### src/design/irig_pkg.sv
// shared types, constants and helper functions for the irig-b frame generator
`default_nettype none

package irig_pkg;

  localparam int FrameLen = 100;
  localparam int NumSlots = 11;
  localparam int SodBits  = 17;

  localparam logic [6:0] LastSym = 7'(FrameLen - 1);
  localparam logic [3:0] LastSub = 4'd9;

  // straight-binary seconds-of-day bits, split around the marker at 89
  localparam logic [6:0] SodLoAt  = 7'd80;
  localparam logic [6:0] SodLoEnd = 7'd88;
  localparam logic [6:0] SodHiAt  = 7'd90;
  localparam logic [6:0] SodHiEnd = 7'd97;

  typedef enum logic {
    OP_LOAD = 1'b0,
    OP_TICK = 1'b1
  } op_e;

  typedef enum logic [1:0] {
    SYM_ZERO = 2'd0,
    SYM_ONE  = 2'd1,
    SYM_MARK = 2'd2,
    SYM_ERR  = 2'd3
  } sym_e;

  // bcd slots: sec ones/tens, min ones/tens, hour ones/tens,
  // day ones/tens/hundreds, year ones/tens
  localparam logic [6:0] SlotAt [NumSlots] = '{
    7'd1, 7'd6, 7'd10, 7'd15, 7'd20, 7'd25, 7'd30, 7'd35, 7'd40, 7'd50, 7'd55
  };
  localparam logic [2:0] SlotLen [NumSlots] = '{
    3'd4, 3'd3, 3'd4, 3'd3, 3'd4, 3'd2, 3'd4, 3'd4, 3'd2, 3'd4, 3'd4
  };

  // days before each month, by month code
  localparam logic [8:0] MonthOffset [16] = '{
    9'd0, 9'd0, 9'd31, 9'd59, 9'd90, 9'd120, 9'd151, 9'd181,
    9'd212, 9'd243, 9'd273, 9'd304, 9'd334, 9'd365, 9'd365, 9'd365
  };

  // high sub-slots per symbol code
  localparam logic [3:0] HighCount [4] = '{4'd2, 4'd5, 4'd8, 4'd10};

  function automatic logic [127:0] mark_mask();
    logic [127:0] m;
    m = '0;
    m[0] = 1'b1;
    for (int i = 9; i < FrameLen; i += 10) m[i] = 1'b1;
    return m;
  endfunction

  localparam logic [127:0] MarkMask = mark_mask();

  // x / 10 for x below 1024
  function automatic logic [6:0] div10_n(input logic [9:0] x);
    logic [17:0] p;
    p = {8'b0, x} * 18'd205;
    return p[17:11];
  endfunction

  // x / 10 for any 14-bit x
  function automatic logic [10:0] div10_w(input logic [13:0] x);
    logic [29:0] p;
    p = {16'b0, x} * 30'd52429;
    return p[29:19];
  endfunction

  typedef struct packed {
    op_e         op;
    logic [5:0]  hour;
    logic [6:0]  minute;
    logic [6:0]  second;
    logic [13:0] year;
    logic [3:0]  month;
    logic [4:0]  day;
  } in_item_t;

  typedef struct packed {
    op_e         op;
    logic [6:0]  sec;
    logic [3:0]  sec_q;
    logic [6:0]  min;
    logic [3:0]  min_q;
    logic [5:0]  hour;
    logic [2:0]  hour_q;
    logic [8:0]  doy;
    logic [13:0] year;
    logic [10:0] year_q;
    logic [17:0] hour_sec;
    logic [12:0] min_sec;
  } mid_t;

  typedef struct packed {
    logic       err;
    logic [3:0] digit;
  } slot_t;

  typedef struct packed {
    slot_t [NumSlots-1:0] slots;
    logic [SodBits-1:0]   sod;
  } frame_upd_t;

  typedef struct packed {
    logic level;
    logic symbol_start;
    logic frame_end;
  } out_item_t;

endpackage

`default_nettype wire

### src/design/irig_b_frame_generator.sv
// top level of the irig-b frame generator: handshakes, pipeline and result register
`default_nettype none

// irig-b frame generator. a load item (opcode 0) rebuilds the 100-symbol
// frame from hour, minute, second, year, month and day: bcd digits of the
// time, day of year and two year digits, plus 17 straight-binary
// seconds-of-day bits at symbols 80-88 and 90-97; markers and index symbols
// stay at their fixed places. a digit that is not bcd or that overflows its
// slot is sent as error symbols over the whole slot. a tick item (opcode 1)
// plays the next of ten sub-slots of the current symbol and gives one result
// item; a load gives none and does not move the play position. one item is
// taken every cycle while the pipe is not held; an item passes an input
// register, a middle register and, for ticks, the result register. the
// two-register path is set by the load math (constant divides by ten and
// the seconds-of-day products), split across the input and middle stages;
// the frame is read and written in the middle stage, so items take effect
// strictly in order. the result register frees the input side while a
// result waits: only a tick meeting a full, stalled result register holds
// the pipe.
module irig_b_frame_generator (
  input  logic        clk_i,
  input  logic        rst_ni,
  input  logic        in_valid_i,
  output logic        in_ready_o,
  input  logic        opcode_i,
  input  logic [5:0]  hour_value_i,
  input  logic [6:0]  minute_value_i,
  input  logic [6:0]  second_value_i,
  input  logic [13:0] year_value_i,
  input  logic [3:0]  month_value_i,
  input  logic [4:0]  day_value_i,
  output logic        out_valid_o,
  input  logic        out_ready_i,
  output logic        level_o,
  output logic        symbol_start_o,
  output logic        frame_end_o
);
  import irig_pkg::*;

  // pipeline registers
  logic      in_vld_q, in_vld_d;
  in_item_t  in_q;
  logic      mid_vld_q, mid_vld_d;
  mid_t      mid_q;
  mid_t      mid_d;
  logic      out_vld_q, out_vld_d;
  out_item_t out_q;

  // handshake and stage control
  logic in_fire, s1_fire, s2_fire, s2_ready, out_free, tick_fire, load_fire;

  frame_upd_t upd;
  sym_e       code;
  logic [6:0] sym_pos;
  out_item_t  res;

  // a load never waits on the result side, a tick needs the result slot
  assign out_free  = !out_vld_q || out_ready_i;
  assign s2_fire   = mid_vld_q && ((mid_q.op == OP_LOAD) || out_free);
  assign s2_ready  = !mid_vld_q || s2_fire;
  assign s1_fire   = in_vld_q && s2_ready;
  assign in_ready_o = !in_vld_q || s1_fire;
  assign in_fire   = in_valid_i && in_ready_o;
  assign tick_fire = s2_fire && (mid_q.op == OP_TICK);
  assign load_fire = s2_fire && (mid_q.op == OP_LOAD);

  always_comb begin
    in_vld_d  = in_fire ? 1'b1 : (s1_fire ? 1'b0 : in_vld_q);
    mid_vld_d = s1_fire ? 1'b1 : (s2_fire ? 1'b0 : mid_vld_q);
    out_vld_d = tick_fire ? 1'b1 : (out_ready_i ? 1'b0 : out_vld_q);
  end

  always_ff @(posedge clk_i or negedge rst_ni) begin
    if (!rst_ni) begin
      in_vld_q  <= 1'b0;
      mid_vld_q <= 1'b0;
      out_vld_q <= 1'b0;
    end else begin
      in_vld_q  <= in_vld_d;
      mid_vld_q <= mid_vld_d;
      out_vld_q <= out_vld_d;
    end
  end

  // payload registers, no reset
  always_ff @(posedge clk_i) begin
    if (in_fire) begin
      in_q.op     <= op_e'(opcode_i);
      in_q.hour   <= hour_value_i;
      in_q.minute <= minute_value_i;
      in_q.second <= second_value_i;
      in_q.year   <= year_value_i;
      in_q.month  <= month_value_i;
      in_q.day    <= day_value_i;
    end
    if (s1_fire)   mid_q <= mid_d;
    if (tick_fire) out_q <= res;
  end

  // input stage: quotients, day of year, time products
  irig_calc_front u_front (
    .item_i (in_q),
    .mid_o  (mid_d)
  );

  // middle stage: digits and checks for a load
  irig_calc_back u_back (
    .mid_i (mid_q),
    .upd_o (upd)
  );

  // frame contents, written by a load in the middle stage
  irig_frame u_frame (
    .clk_i     (clk_i),
    .rst_ni    (rst_ni),
    .wr_en_i   (load_fire),
    .upd_i     (upd),
    .sym_pos_i (sym_pos),
    .code_o    (code)
  );

  // play position, moved by a tick in the middle stage
  irig_player u_player (
    .clk_i     (clk_i),
    .rst_ni    (rst_ni),
    .adv_i     (tick_fire),
    .code_i    (code),
    .sym_pos_o (sym_pos),
    .res_o     (res)
  );

  assign out_valid_o    = out_vld_q;
  assign level_o        = out_q.level;
  assign symbol_start_o = out_q.symbol_start;
  assign frame_end_o    = out_q.frame_end;

endmodule

`default_nettype wire

### src/design/irig_calc_front.sv
// first half of the load math: quotients, day of year, time products
`default_nettype none

module irig_calc_front (
  input  irig_pkg::in_item_t item_i,
  output irig_pkg::mid_t     mid_o
);
  import irig_pkg::*;

  logic [6:0] sec_q7, min_q7, hour_q7;
  logic       leap;

  always_comb begin
    sec_q7  = div10_n({3'b000, item_i.second});
    min_q7  = div10_n({3'b000, item_i.minute});
    hour_q7 = div10_n({4'b0000, item_i.hour});
    leap    = (item_i.year[1:0] == 2'b00) && (item_i.month > 4'd2);

    mid_o.op       = item_i.op;
    mid_o.sec      = item_i.second;
    mid_o.sec_q    = sec_q7[3:0];
    mid_o.min      = item_i.minute;
    mid_o.min_q    = min_q7[3:0];
    mid_o.hour     = item_i.hour;
    mid_o.hour_q   = hour_q7[2:0];
    mid_o.doy      = {4'b0000, item_i.day} + MonthOffset[item_i.month] + {8'b0, leap};
    mid_o.year     = item_i.year;
    mid_o.year_q   = div10_w(item_i.year);
    mid_o.hour_sec = {12'b0, item_i.hour} * 18'd3600;
    mid_o.min_sec  = {6'b0, item_i.minute} * 13'd60;
  end

endmodule

`default_nettype wire

### src/design/irig_calc_back.sv
// second half of the load math: bcd digits, range checks, seconds of day
`default_nettype none

module irig_calc_back (
  input  irig_pkg::mid_t       mid_i,
  output irig_pkg::frame_upd_t upd_o
);
  import irig_pkg::*;

  logic [3:0]  raw [NumSlots];
  logic [6:0]  sec_r, min_r, doy_q1f;
  logic [5:0]  hour_r, doy_q1, doy_d10;
  logic [8:0]  doy_r;
  logic [1:0]  doy_q2;
  logic [13:0] year_r;
  logic [10:0] year_q2, year_r10;
  logic [17:0] sod;

  always_comb begin
    sec_r  = mid_i.sec - ({3'b000, mid_i.sec_q} * 7'd10);
    min_r  = mid_i.min - ({3'b000, mid_i.min_q} * 7'd10);
    hour_r = mid_i.hour - ({3'b000, mid_i.hour_q} * 6'd10);

    doy_q1f = div10_n({1'b0, mid_i.doy});
    doy_q1  = doy_q1f[5:0];
    doy_r   = mid_i.doy - ({3'b000, doy_q1} * 9'd10);
    if (doy_q1 >= 6'd30)      doy_q2 = 2'd3;
    else if (doy_q1 >= 6'd20) doy_q2 = 2'd2;
    else if (doy_q1 >= 6'd10) doy_q2 = 2'd1;
    else                      doy_q2 = 2'd0;
    doy_d10 = doy_q1 - ({4'b0000, doy_q2} * 6'd10);

    year_q2  = div10_w({3'b000, mid_i.year_q});
    year_r   = mid_i.year - ({3'b000, mid_i.year_q} * 14'd10);
    year_r10 = mid_i.year_q - (year_q2 * 11'd10);

    raw[0]  = sec_r[3:0];
    raw[1]  = mid_i.sec_q;
    raw[2]  = min_r[3:0];
    raw[3]  = mid_i.min_q;
    raw[4]  = hour_r[3:0];
    raw[5]  = {1'b0, mid_i.hour_q};
    raw[6]  = doy_r[3:0];
    raw[7]  = doy_d10[3:0];
    raw[8]  = {2'b00, doy_q2};
    raw[9]  = year_r[3:0];
    raw[10] = year_r10[3:0];

    // a digit that is not bcd or overflows its slot turns the slot to errors
    for (int k = 0; k < NumSlots; k++) begin
      upd_o.slots[k].digit = raw[k];
      upd_o.slots[k].err   = (raw[k] >= 4'd10) ||
                             ({1'b0, raw[k]} >= (5'd1 << SlotLen[k]));
    end

    sod       = mid_i.hour_sec + {5'b0, mid_i.min_sec} + {11'b0, mid_i.sec};
    upd_o.sod = sod[SodBits-1:0];
  end

endmodule

`default_nettype wire

### src/design/irig_frame.sv
// frame contents held as loaded digits, with the symbol lookup for one position
`default_nettype none

module irig_frame (
  input  logic                 clk_i,
  input  logic                 rst_ni,
  input  logic                 wr_en_i,
  input  irig_pkg::frame_upd_t upd_i,
  input  logic [6:0]           sym_pos_i,
  output irig_pkg::sym_e       code_o
);
  import irig_pkg::*;

  slot_t [NumSlots-1:0] slots_q;
  logic [SodBits-1:0]   sod_q;

  always_ff @(posedge clk_i or negedge rst_ni) begin
    if (!rst_ni) begin
      slots_q <= '0;
      sod_q   <= '0;
    end else if (wr_en_i) begin
      slots_q <= upd_i.slots;
      sod_q   <= upd_i.sod;
    end
  end

  always_comb begin
    logic [6:0] off;
    off    = '0;
    code_o = SYM_ZERO;
    if (MarkMask[sym_pos_i]) code_o = SYM_MARK;
    for (int k = 0; k < NumSlots; k++) begin
      if (sym_pos_i >= SlotAt[k] && sym_pos_i < SlotAt[k] + {4'b0000, SlotLen[k]}) begin
        off = sym_pos_i - SlotAt[k];
        if (slots_q[k].err)                code_o = SYM_ERR;
        else if (slots_q[k].digit[off[1:0]]) code_o = SYM_ONE;
        else                               code_o = SYM_ZERO;
      end
    end
    if (sym_pos_i >= SodLoAt && sym_pos_i <= SodLoEnd) begin
      off    = sym_pos_i - SodLoAt;
      code_o = sod_q[off[4:0]] ? SYM_ONE : SYM_ZERO;
    end else if (sym_pos_i >= SodHiAt && sym_pos_i <= SodHiEnd) begin
      // the high part carries bits 9 and up
      off    = sym_pos_i - SodHiAt + 7'd9;
      code_o = sod_q[off[4:0]] ? SYM_ONE : SYM_ZERO;
    end
  end

endmodule

`default_nettype wire

### src/design/irig_player.sv
// symbol and sub-slot counters, level and markers for the current sub-slot
`default_nettype none

module irig_player (
  input  logic                clk_i,
  input  logic                rst_ni,
  input  logic                adv_i,
  input  irig_pkg::sym_e      code_i,
  output logic [6:0]          sym_pos_o,
  output irig_pkg::out_item_t res_o
);
  import irig_pkg::*;

  logic [6:0] sym_q, sym_d;
  logic [3:0] sub_q, sub_d;

  always_comb begin
    sym_d = sym_q;
    sub_d = sub_q;
    if (adv_i) begin
      if (sub_q == LastSub) begin
        sub_d = '0;
        sym_d = (sym_q == LastSym) ? 7'd0 : sym_q + 7'd1;
      end else begin
        sub_d = sub_q + 4'd1;
      end
    end
  end

  always_ff @(posedge clk_i or negedge rst_ni) begin
    if (!rst_ni) begin
      sym_q <= '0;
      sub_q <= '0;
    end else begin
      sym_q <= sym_d;
      sub_q <= sub_d;
    end
  end

  assign sym_pos_o          = sym_q;
  assign res_o.level        = sub_q < HighCount[code_i];
  assign res_o.symbol_start = (sub_q == 4'd0);
  assign res_o.frame_end    = (sym_q == LastSym) && (sub_q == LastSub);

endmodule

`default_nettype wire

### config.mk
export PLATFORM = sky130hd
export DESIGN_NAME = irig_b_frame_generator
export DESIGN_NICKNAME = d
export VERILOG_FILES = /design/src/design/irig_pkg.sv /design/src/design/irig_b_frame_generator.sv /design/src/design/irig_calc_front.sv /design/src/design/irig_calc_back.sv /design/src/design/irig_frame.sv /design/src/design/irig_player.sv
export SDC_FILE = /design/constraint.sdc
export NUM_CORES = 1
export LEC_CHECK = 0
export BUFFER_PORTS_ARGS = -buffer_cell sky130_fd_sc_hd__buf_2
export CAP_MARGIN = 5
export CORE_MARGIN = 2
export CORE_UTILIZATION = 60
export CTS_BUF_LIST = sky130_fd_sc_hd__clkbuf_4
export DETAILED_ROUTE_END_ITERATION = 8
export PLACE_DENSITY = 0.77
export SYNTH_ARGS = -nofsm -noshare
export SYNTH_HDL_FRONTEND = slang
export SYNTH_SLANG_ARGS = --single-unit
export TNS_END_PERCENT = 5
### constraint.sdc
create_clock -name clk_i -period 15.23 [get_ports clk_i]
set_input_delay 3.046 -clock clk_i [delete_from_list [all_inputs] [get_ports clk_i]]
set_output_delay 3.046 -clock clk_i [all_outputs]
set_load 0.005 [all_outputs]
# After elaboration in Yosys (flattened, before gate mapping)
# Memory sizes are Yosys's and may differ from the RTL's.
# Cells that the tools add are included.
# word_totals
input_bits	48
mem_bits_rw	0
rom_bits	272
latch_bits	0
n_memories	2
regBits	205
output_inout_bits	5
# op_classes
n_div	0
shift	0
bitwise	3
eq_ne	2
n_lt_le_gt_ge	61
reduce_logical	36
muxes	81
mul	15
add_sub_neg	27
# memory_table
name	depth	word_bits	read_ports	rd_ports_with_merged_regs	wr	line_no	source
(no name shown)	16	9	1	0	0	irig_calc_front.sv:26	mid_o.doy = {4'b0000, item_i.day} + MonthOffset[item_i.month] + {8'b0, leap};
(no name shown)	128	1	1	0	0	irig_frame.sv:31	if (MarkMask[sym_pos_i]) code_o = SYM_MARK;
# ops
operator	count
$mux W2	27
$ge A4 B4 Y1 const B	11
$lt A7 B6 Y1 const B	5
$mux W1	34
$lt A2 B3 Y1 const B	11
$mul A14 B16 Y30 const B	1
$mul A7 B8 Y15 const B	2
$ge A7 B6 Y1 const B	4
$sub A4 B4 Y4	7
$mul A11 B16 Y27 const B	1
$bmux W1 S2	11
$ge A7 B5 Y1 const B	3
$lt A7 B5 Y1 const B	3
$logic_and A1 B1 Y1	20
$mux W9	2
$add A17 B13 Y17	1
$add A17 B7 Y17	1
$mul A9 B8 Y17 const B	1
$ge A7 B4 Y1 const B	2
$ge A7 B7 Y1 const B	2
$le A7 B7 Y1 const B	2
$lt A7 B4 Y1 const B	2
$mul A6 B8 Y14 const B	1
$sub A2 B2 Y2 const B	7
other kinds (43)	64

# Logic depth before layout (Yosys ltp)
# Gate-level depths: netlist of run 1.
# depth
depth_word	23
depth_mapped	27

# Hierarchy
# Synthesis of run 1 repeated with hierarchy kept, for this count alone.
# unflattened
cells_unflattened	1925
hier_area_um2	21797.2
# modules_own_cells
module	area_per_inst_um2	cells_each	n_inst	seq_area_each_um2
irig_calc_front	7597.3	819	1	0.0
irig_calc_back	4855.9	545	1	0.0
irig_b_frame_generator	4471.8	159	1	4399.2
irig_frame	4197.8	332	1	1801.7
irig_player	674.4	70	1	275.3

# Least setup slack after synthesis of run 1
# No wires, ideal clock.
# synth_timing
path_kind	input -> output
from	input out_ready_i
to	output in_ready_o
arrival_time_ns	3.382
setup_slack_ns	8.802
required_ns	12.184
stages	2
path_cell_list	nor2b_1 > nand4_1
# synth_between
elab_chain_len	6
# synth_lines
element	line_no	source
start, declared	irig_b_frame_generator.sv:33	input logic out_ready_i,
$logic_or A1 B1 Y1	irig_b_frame_generator.sv:58	assign out_free = !out_vld_q || out_ready_i;
$logic_or A1 B1 Y1	irig_b_frame_generator.sv:59	assign s2_fire = mid_vld_q && ((mid_q.op == OP_LOAD) || out_free);
$logic_and A1 B1 Y1	irig_b_frame_generator.sv:59	
$logic_or A1 B1 Y1	irig_b_frame_generator.sv:60	assign s2_ready = !mid_vld_q || s2_fire;
$logic_and A1 B1 Y1	irig_b_frame_generator.sv:61	assign s1_fire = in_vld_q && s2_ready;
$logic_or A1 B1 Y1	irig_b_frame_generator.sv:62	assign in_ready_o = !in_vld_q || s1_fire;
end, declared	irig_b_frame_generator.sv:24	output logic in_ready_o,
# No other way between the ends.

# Worst setup path after layout of run 1
# Ends and elaborated chain as after synthesis.

==> impl_results.md, run 1 <==
* Min-Delay Path Class: register to register
* Startpoint Class: input port
* Area growth syn-to-layout at 4.87%
* Max Cap Viol at 0
* Core Util, Final at 0.640
* CTS clk-pin slew, worst paths at 0.17 ns
* CTS Sinks at 198
* Area of the multi-input gates at 0.0125 mm²
* Setup-failing EPs final at 0
* Hold Path Stages at 0
* Clk_lat worst skew at 0.61 ns
* Slew Viols, Final at 0
* Die height at 183 µm
* Commonest cells after routing, fill and taps aside: ha_1 (374), inv_1 (293), fa_1 (154)
* CP Capture Type: output port
* Post-CTS setup buffer count at 0
* Mean Syn Cell Area at 10.8 µm²
* Port bufs at 52
* H-tree levels at 4
* Flop2flop setup slack at 8.72 ns
* Post-Synth XOR/XNOR Area at 0.0396
* Compound-Gate Fraction of Synth Area at 0.0924
* Global-route wire length before repair at 61.4 mm
* Post-synthesis register bit count at 198
* Setup TNS at 0 ns
* Worst-path maximum fanout at 4
* Reg2reg end: u_frame.slots_q[53]
* Main flop type after synthesis: edfxtp_1
* Site Rows at 65
* Instance area at placement at 0.0199 mm²
* Initial antenna violation count at 2
* Fmax at 146 MHz
* Placer Congestion at 0.892
* Post-Syn Instances at 1787
* Drt wl/cell at 15.7 µm
* Minimum clock period at 6.85 ns
* CTS tree: yes
* Clock root buffer: clkbuf_4
* Outcome: finished clean
* Reg2Reg Depth at 24
* Post-cts sizing count at 0
* Ys Warns at 0
* Die width at 183 µm
* Core Area at 0.0316 mm²
* Mux contribution to synthesized area at 0.0274
* Commonest non-fill, non-tap cell in the layout: ha_1
* Share of cells above drive strength 1 at 0.0751
* Total grt overflow at 0
* DRC Markers at 0
* Share of the yosys chip area belonging to registers at 0.288
* Tot GR Track Use at 0.226
* DR iter-0 viols at 630
* Detailed Place HPWL at 28.7 mm
* Crit Path Category: input port to output port
* Synth Area in Simple Gates at 0.0849
* CP Data Arrival Time at 3.80 ns
* Starting density of the core at 0.610
* Drt via density at 5.60
* Pin count of the biggest net entering global routing at 82
* Maximum buffer depth of the clock tree at 2
* Main combinational cell family by area after synthesis: adder cells
* Async set-reset flop share out of synthesis at 0.409
* Num CTS Buffers at 17
* Number of enable flip-flop cells after synthesis at 117
* Crit share post-route at 0.450
* CTS Hold Buffers Added at 0
* Measured slew at the worst slew-check pin at 1.07 ns
* Synth unique cells at 79
* Final instance area at 0.0202 mm²
* Vias post-DR at 12600
* Adder-Cell Fraction of Synth Area at 0.403
* Slew Limit Headroom at 0.284
* Fillers at 2468
* Vias in the first global route at 13100
* DRT antenna net count at 0
* Syn nets at 2363
* Hold EP: mid_q[96]
* Placed Cells at 2208
* Die Area at 0.0335 mm²
* RSZ-0062 raised after global routing: false
* Reg area at 0.00554 mm²
* Hold Path Origin: in_q[43]
* DR pass1 iterations at 5
* Fin cells at 2242
* Endpoints failing hold at 0
* Reg2reg start: mid_q[33]
* Synthesized area at 0.0193 mm²
* Nets at 2401
* Crit path required time at 12.18 ns
* Clock skew at 0.0288 ns
* I/O Pins at 53
* Final wirelength at 35.1 mm
-- flip-flops by register name, indices dropped and copies added (netlist names) --
register,cells
out_valid_o,1
symbol_start_o,1
level_o,1
in_q,44
u_player.sym_pos_o,7
frame_end_o,1
in_vld_q,1
u_frame.slots_q,51
u_player.sub_q,4
u_frame.sod_q,16
mid_vld_q,1
mid_q,70
-- cell type report --
cell class	instances	share of cell area
antenna	2	0.000248
clock buffer	17	0.00632
clock inverter	15	0.00700
inverter	294	0.0546
multi-input combinational	1257	0.618
sequential	198	0.274
tap	402	0.0249
timing repair buffer	57	0.0149
-- how the worst max path moves through the flow --
stage | startpoint | end | slack, ns | cells after the start
final | out_ready_i | in_ready_o | 8.38 | 4
after global routing | mid_q[33] | u_frame.slots_q[53] | 8.26 | 24
after CTS | out_ready_i | in_ready_o | 8.37 | 4
after detailed placement | out_ready_i | in_ready_o | 8.37 | 4
after global placement | out_ready_i | in_ready_o | 8.40 | 4
after floorplan | out_ready_i | in_ready_o | 8.80 | 2
-- logic make-up (layout without fill, tap and decap cells) --
group | Yosys count | in the layout
mux | 32 | 32
simple gates | 348 | 348
compound gates | 262 | 262
fa+ha+maj | 528 | 528
other cells | 0 | 2
flops | 198 | 198
buf+inv | 332 | 383
xor+xnor | 87 | 87
-- critical path, cell delays in order --
cell and delay, ns:
buf_2 0.10, nor2b_1 0.27, nand4_1 0.21, buf_2 0.18
-- layer usage --
layer | GRT usage | vias up | part of all wire
li1 | - | 6206 | -
met1 | 0.302 | 6112 | 0.46
met2 | 0.394 | 200 | 0.50
met3 | 0.0284 | 40 | 0.028
met4 | 0.0573 | 0 | 0.016
met5 | 0 | - | 0
-- through the flow --
stage	worst slack [ns]	hold WS, ns
6_report	8.38	0.447
5_1_grt	8.26	0.466
4_1_cts	8.37	0.449
3_5_place_dp	8.37	0.410
3_3_place_gp	8.40	0.403
2_1_floorplan	8.80	0.400
-- Yosys cell counts (7+ instances only) --
cell / number / share of area
a211oi_1: 14 / 0.0055
a21o_1: 32 / 0.012
a21oi_1: 48 / 0.012
a31oi_1: 9 / 0.0029
buf_1: 11 / 0.0021
clkbuf_1: 24 / 0.0047
dfrtp_1: 81 / 0.11
edfxtp_1: 117 / 0.18
fa_1: 154 / 0.16
ha_1: 374 / 0.24
inv_1: 293 / 0.057
mux2i_1: 10 / 0.0052
mux4_2: 16 / 0.019
nand2_1: 147 / 0.029
nand3_1: 31 / 0.0081
nor2_1: 58 / 0.011
nor2b_1: 10 / 0.0032
nor3_1: 28 / 0.0073
o211ai_1: 7 / 0.0027
o21a_1: 7 / 0.0027
o21ai_0: 70 / 0.018
o21bai_1: 11 / 0.0043
o31ai_1: 8 / 0.0031
or2_2: 11 / 0.0036
or3_1: 9 / 0.0029
xnor2_1: 60 / 0.027
xor2_1: 27 / 0.012
Power of run 1 is not shown: default switching activity piles up to over one toggle a cycle in this logic, so the estimate is an artifact.
==> inputs of run 2 (changes only) <==
--- a/config.mk
+++ b/config.mk
@@ -11,7 +11,7 @@
 export CORE_UTILIZATION = 60
 export CTS_BUF_LIST = sky130_fd_sc_hd__clkbuf_4
 export DETAILED_ROUTE_END_ITERATION = 8
-export PLACE_DENSITY = 0.77
+export PLACE_DENSITY = 0.8
 export SYNTH_ARGS = -nofsm -noshare
 export SYNTH_HDL_FRONTEND = slang
 export SYNTH_SLANG_ARGS = --single-unit
==> constraint.sdc (replaced) <==
create_clock -name clk_i -period 6.2 [get_ports clk_i]
set_input_delay 1.24 -clock clk_i [delete_from_list [all_inputs] [get_ports clk_i]]
set_output_delay 1.24 -clock clk_i [all_outputs]
set_load 0.005 [all_outputs]
==> impl_results.md, run 2 (synthesis results as in run 1) <==
* Fillers at 2331
* Core Area at 0.0316 mm²
* RSZ-0062 raised after global routing: true
* Critical Path Max Stage Delay at 0.54 ns
* Clk_lat worst skew at 0.59 ns
* Initial antenna violation count at 1
* Final wirelength at 37.6 mm
* Placer Congestion at 0.923
* H-tree levels at 4
* Crit Path Category: register to register
* Site Rows at 65
* Largest registers: mid_q (70), u_frame.slots_q (51), in_q (44)
* DRT antenna net count at 0
* CP Capture Type: register
* Port bufs at 52
* Measured slew at the worst slew-check pin at 1.11 ns
* Endpoints failing hold at 0
* Vias in the first global route at 13800
* Slowest cell on crit path: fa_1
* Max FFs per register at 70
* Hold Path Stages at 0
* Min-Delay Path Class: register to register
* Nets at 2427
* DR iter-0 viols at 813
* Reg area at 0.00554 mm²
* Tot GR Track Use at 0.235
* Max Cap Viol at 0
* Core Util, Final at 0.657
* Drt wl/cell at 16.6 µm
* DRC Markers at 0
* CTS clk-pin slew, worst paths at 0.17 ns
* CP Data Arrival Time at 6.65 ns
* Share of cells above drive strength 1 at 0.114
* Area of the multi-input gates at 0.0128 mm²
* CTS Hold Buffers Added at 0
* Fmax at 163 MHz
* Num CTS Buffers at 17
* Commonest non-fill, non-tap cell in the layout: ha_1
* Reg2Reg Depth at 24
* CTS Sinks at 198
* I/O Pins at 53
* Die Area at 0.0335 mm²
* Biggest register: mid_q
* Commonest cells after routing, fill and taps aside: ha_1 (361), inv_1 (287), fa_1 (148)
* DR pass1 iterations at 6
* Pin count of the biggest net entering global routing at 82
* Final instance area at 0.0207 mm²
* Starting density of the core at 0.610
* Detailed Place HPWL at 29.6 mm
* Die height at 183 µm
* Global-route wire length before repair at 63.8 mm
* Area growth syn-to-layout at 7.66%
* Crit-path cells: buf_4 -> ha_4 -> inv_1 -> fa_1 -> inv_1 -> fa_1 -> ha_1 -> ha_4 -> a21oi_2 -> o22ai_2 -> a21o_1 -> or3_1 -> a311o_1 -> a311o_1 -> nor3_2 -> nor2_1 -> ha_2 -> inv_2 -> fa_2 -> xnor2_2 -> a21o_1 -> and2_4 -> or4_1 -> a31oi_1
* Clock skew at 0.0290 ns
* Instance area at placement at 0.0200 mm²
* Die width at 183 µm
* Setup-failing EPs final at 0
* Slew Limit Headroom at 0.257
* Total grt overflow at 0
* Clock root buffer: clkbuf_4
* Crit path required time at 6.72 ns
* Outcome: finished clean
* Startpoint Class: register
* Slew Viols, Final at 0
* Worst-path maximum fanout at 4
* Crit share post-route at 0.987
* Minimum clock period at 6.12 ns
* Maximum buffer depth of the clock tree at 2
* Drt via density at 5.74
* Vias post-DR at 13000
* CTS tree: yes
[run 2: path summary, 6_finish.rpt]
| kind | endpoint | slack, ns | startpoint |
|---|---|---|---|
| worst max-delay path | u_frame.slots_q[38] | 0.08 | mid_q[59] |
| worst min-delay path | mid_q[96] | 0.45 | in_q[43] |
| worst max register to register | u_frame.slots_q[38] | 0.08 | mid_q[59] |
| worst min register to register | mid_q[96] | 0.45 | in_q[43] |
| max in group asynchronous | u_frame.sod_q[14] | 4.69 | rst_ni |
| min in group asynchronous | u_player.sub_q[2] | 0.79 | rst_ni |
[run 2: critical path, delay by kind of cell (launching register included)]
kind | cells | cell delay (ns)
adders and majority gates | 7 | 2.30
AOI/OAI and AO/OA | 7 | 1.70
and+or+nand+nor | 5 | 1.21
DFF | 1 | 0.43
buffers and inverters | 4 | 0.35
xor gates and xnor gates | 1 | 0.10
[run 2: routing by layer]
metal | vias up | wire length [µm] | GRT usage
met2 | 275 | 19200 | 0.417
met5 | - | 0 | 0
met3 | 68 | 1260 | 0.0306
li1 | 6259 | - | -
met4 | 0 | 807 | 0.0646
met1 | 6406 | 16400 | 0.304
[run 2: stage by stage]
stage               TNS (ns)  hold WS, ns  cells  setup WS (ns)
floorplan                  0        0.400   1787          0.231
global placement           0        0.404   2214         0.0726
detailed placement    -0.356        0.421   2214         -0.155
CTS                        0        0.455   2248        0.00643
global route          -0.323        0.471   2267         -0.120
finish                     0        0.454   2267         0.0782
[run 2: repair_timing]
item	CTS	global route
pin swaps	5	45
endpoints found under the setup margin	4	4
setup buffers	2	18
gates resized for setup	9	46
[run 2: cell type report]
cell class	instances	share of cell area
diodes	1	0.000121
clock buffers	22	0.00797
clock inverters	10	0.00700
inverters	294	0.0532
multi-input cells	1257	0.616
flip-flops and latches	198	0.267
well taps	402	0.0243
repair buffers	83	0.0241
Power of run 2 is left out for the same reason.
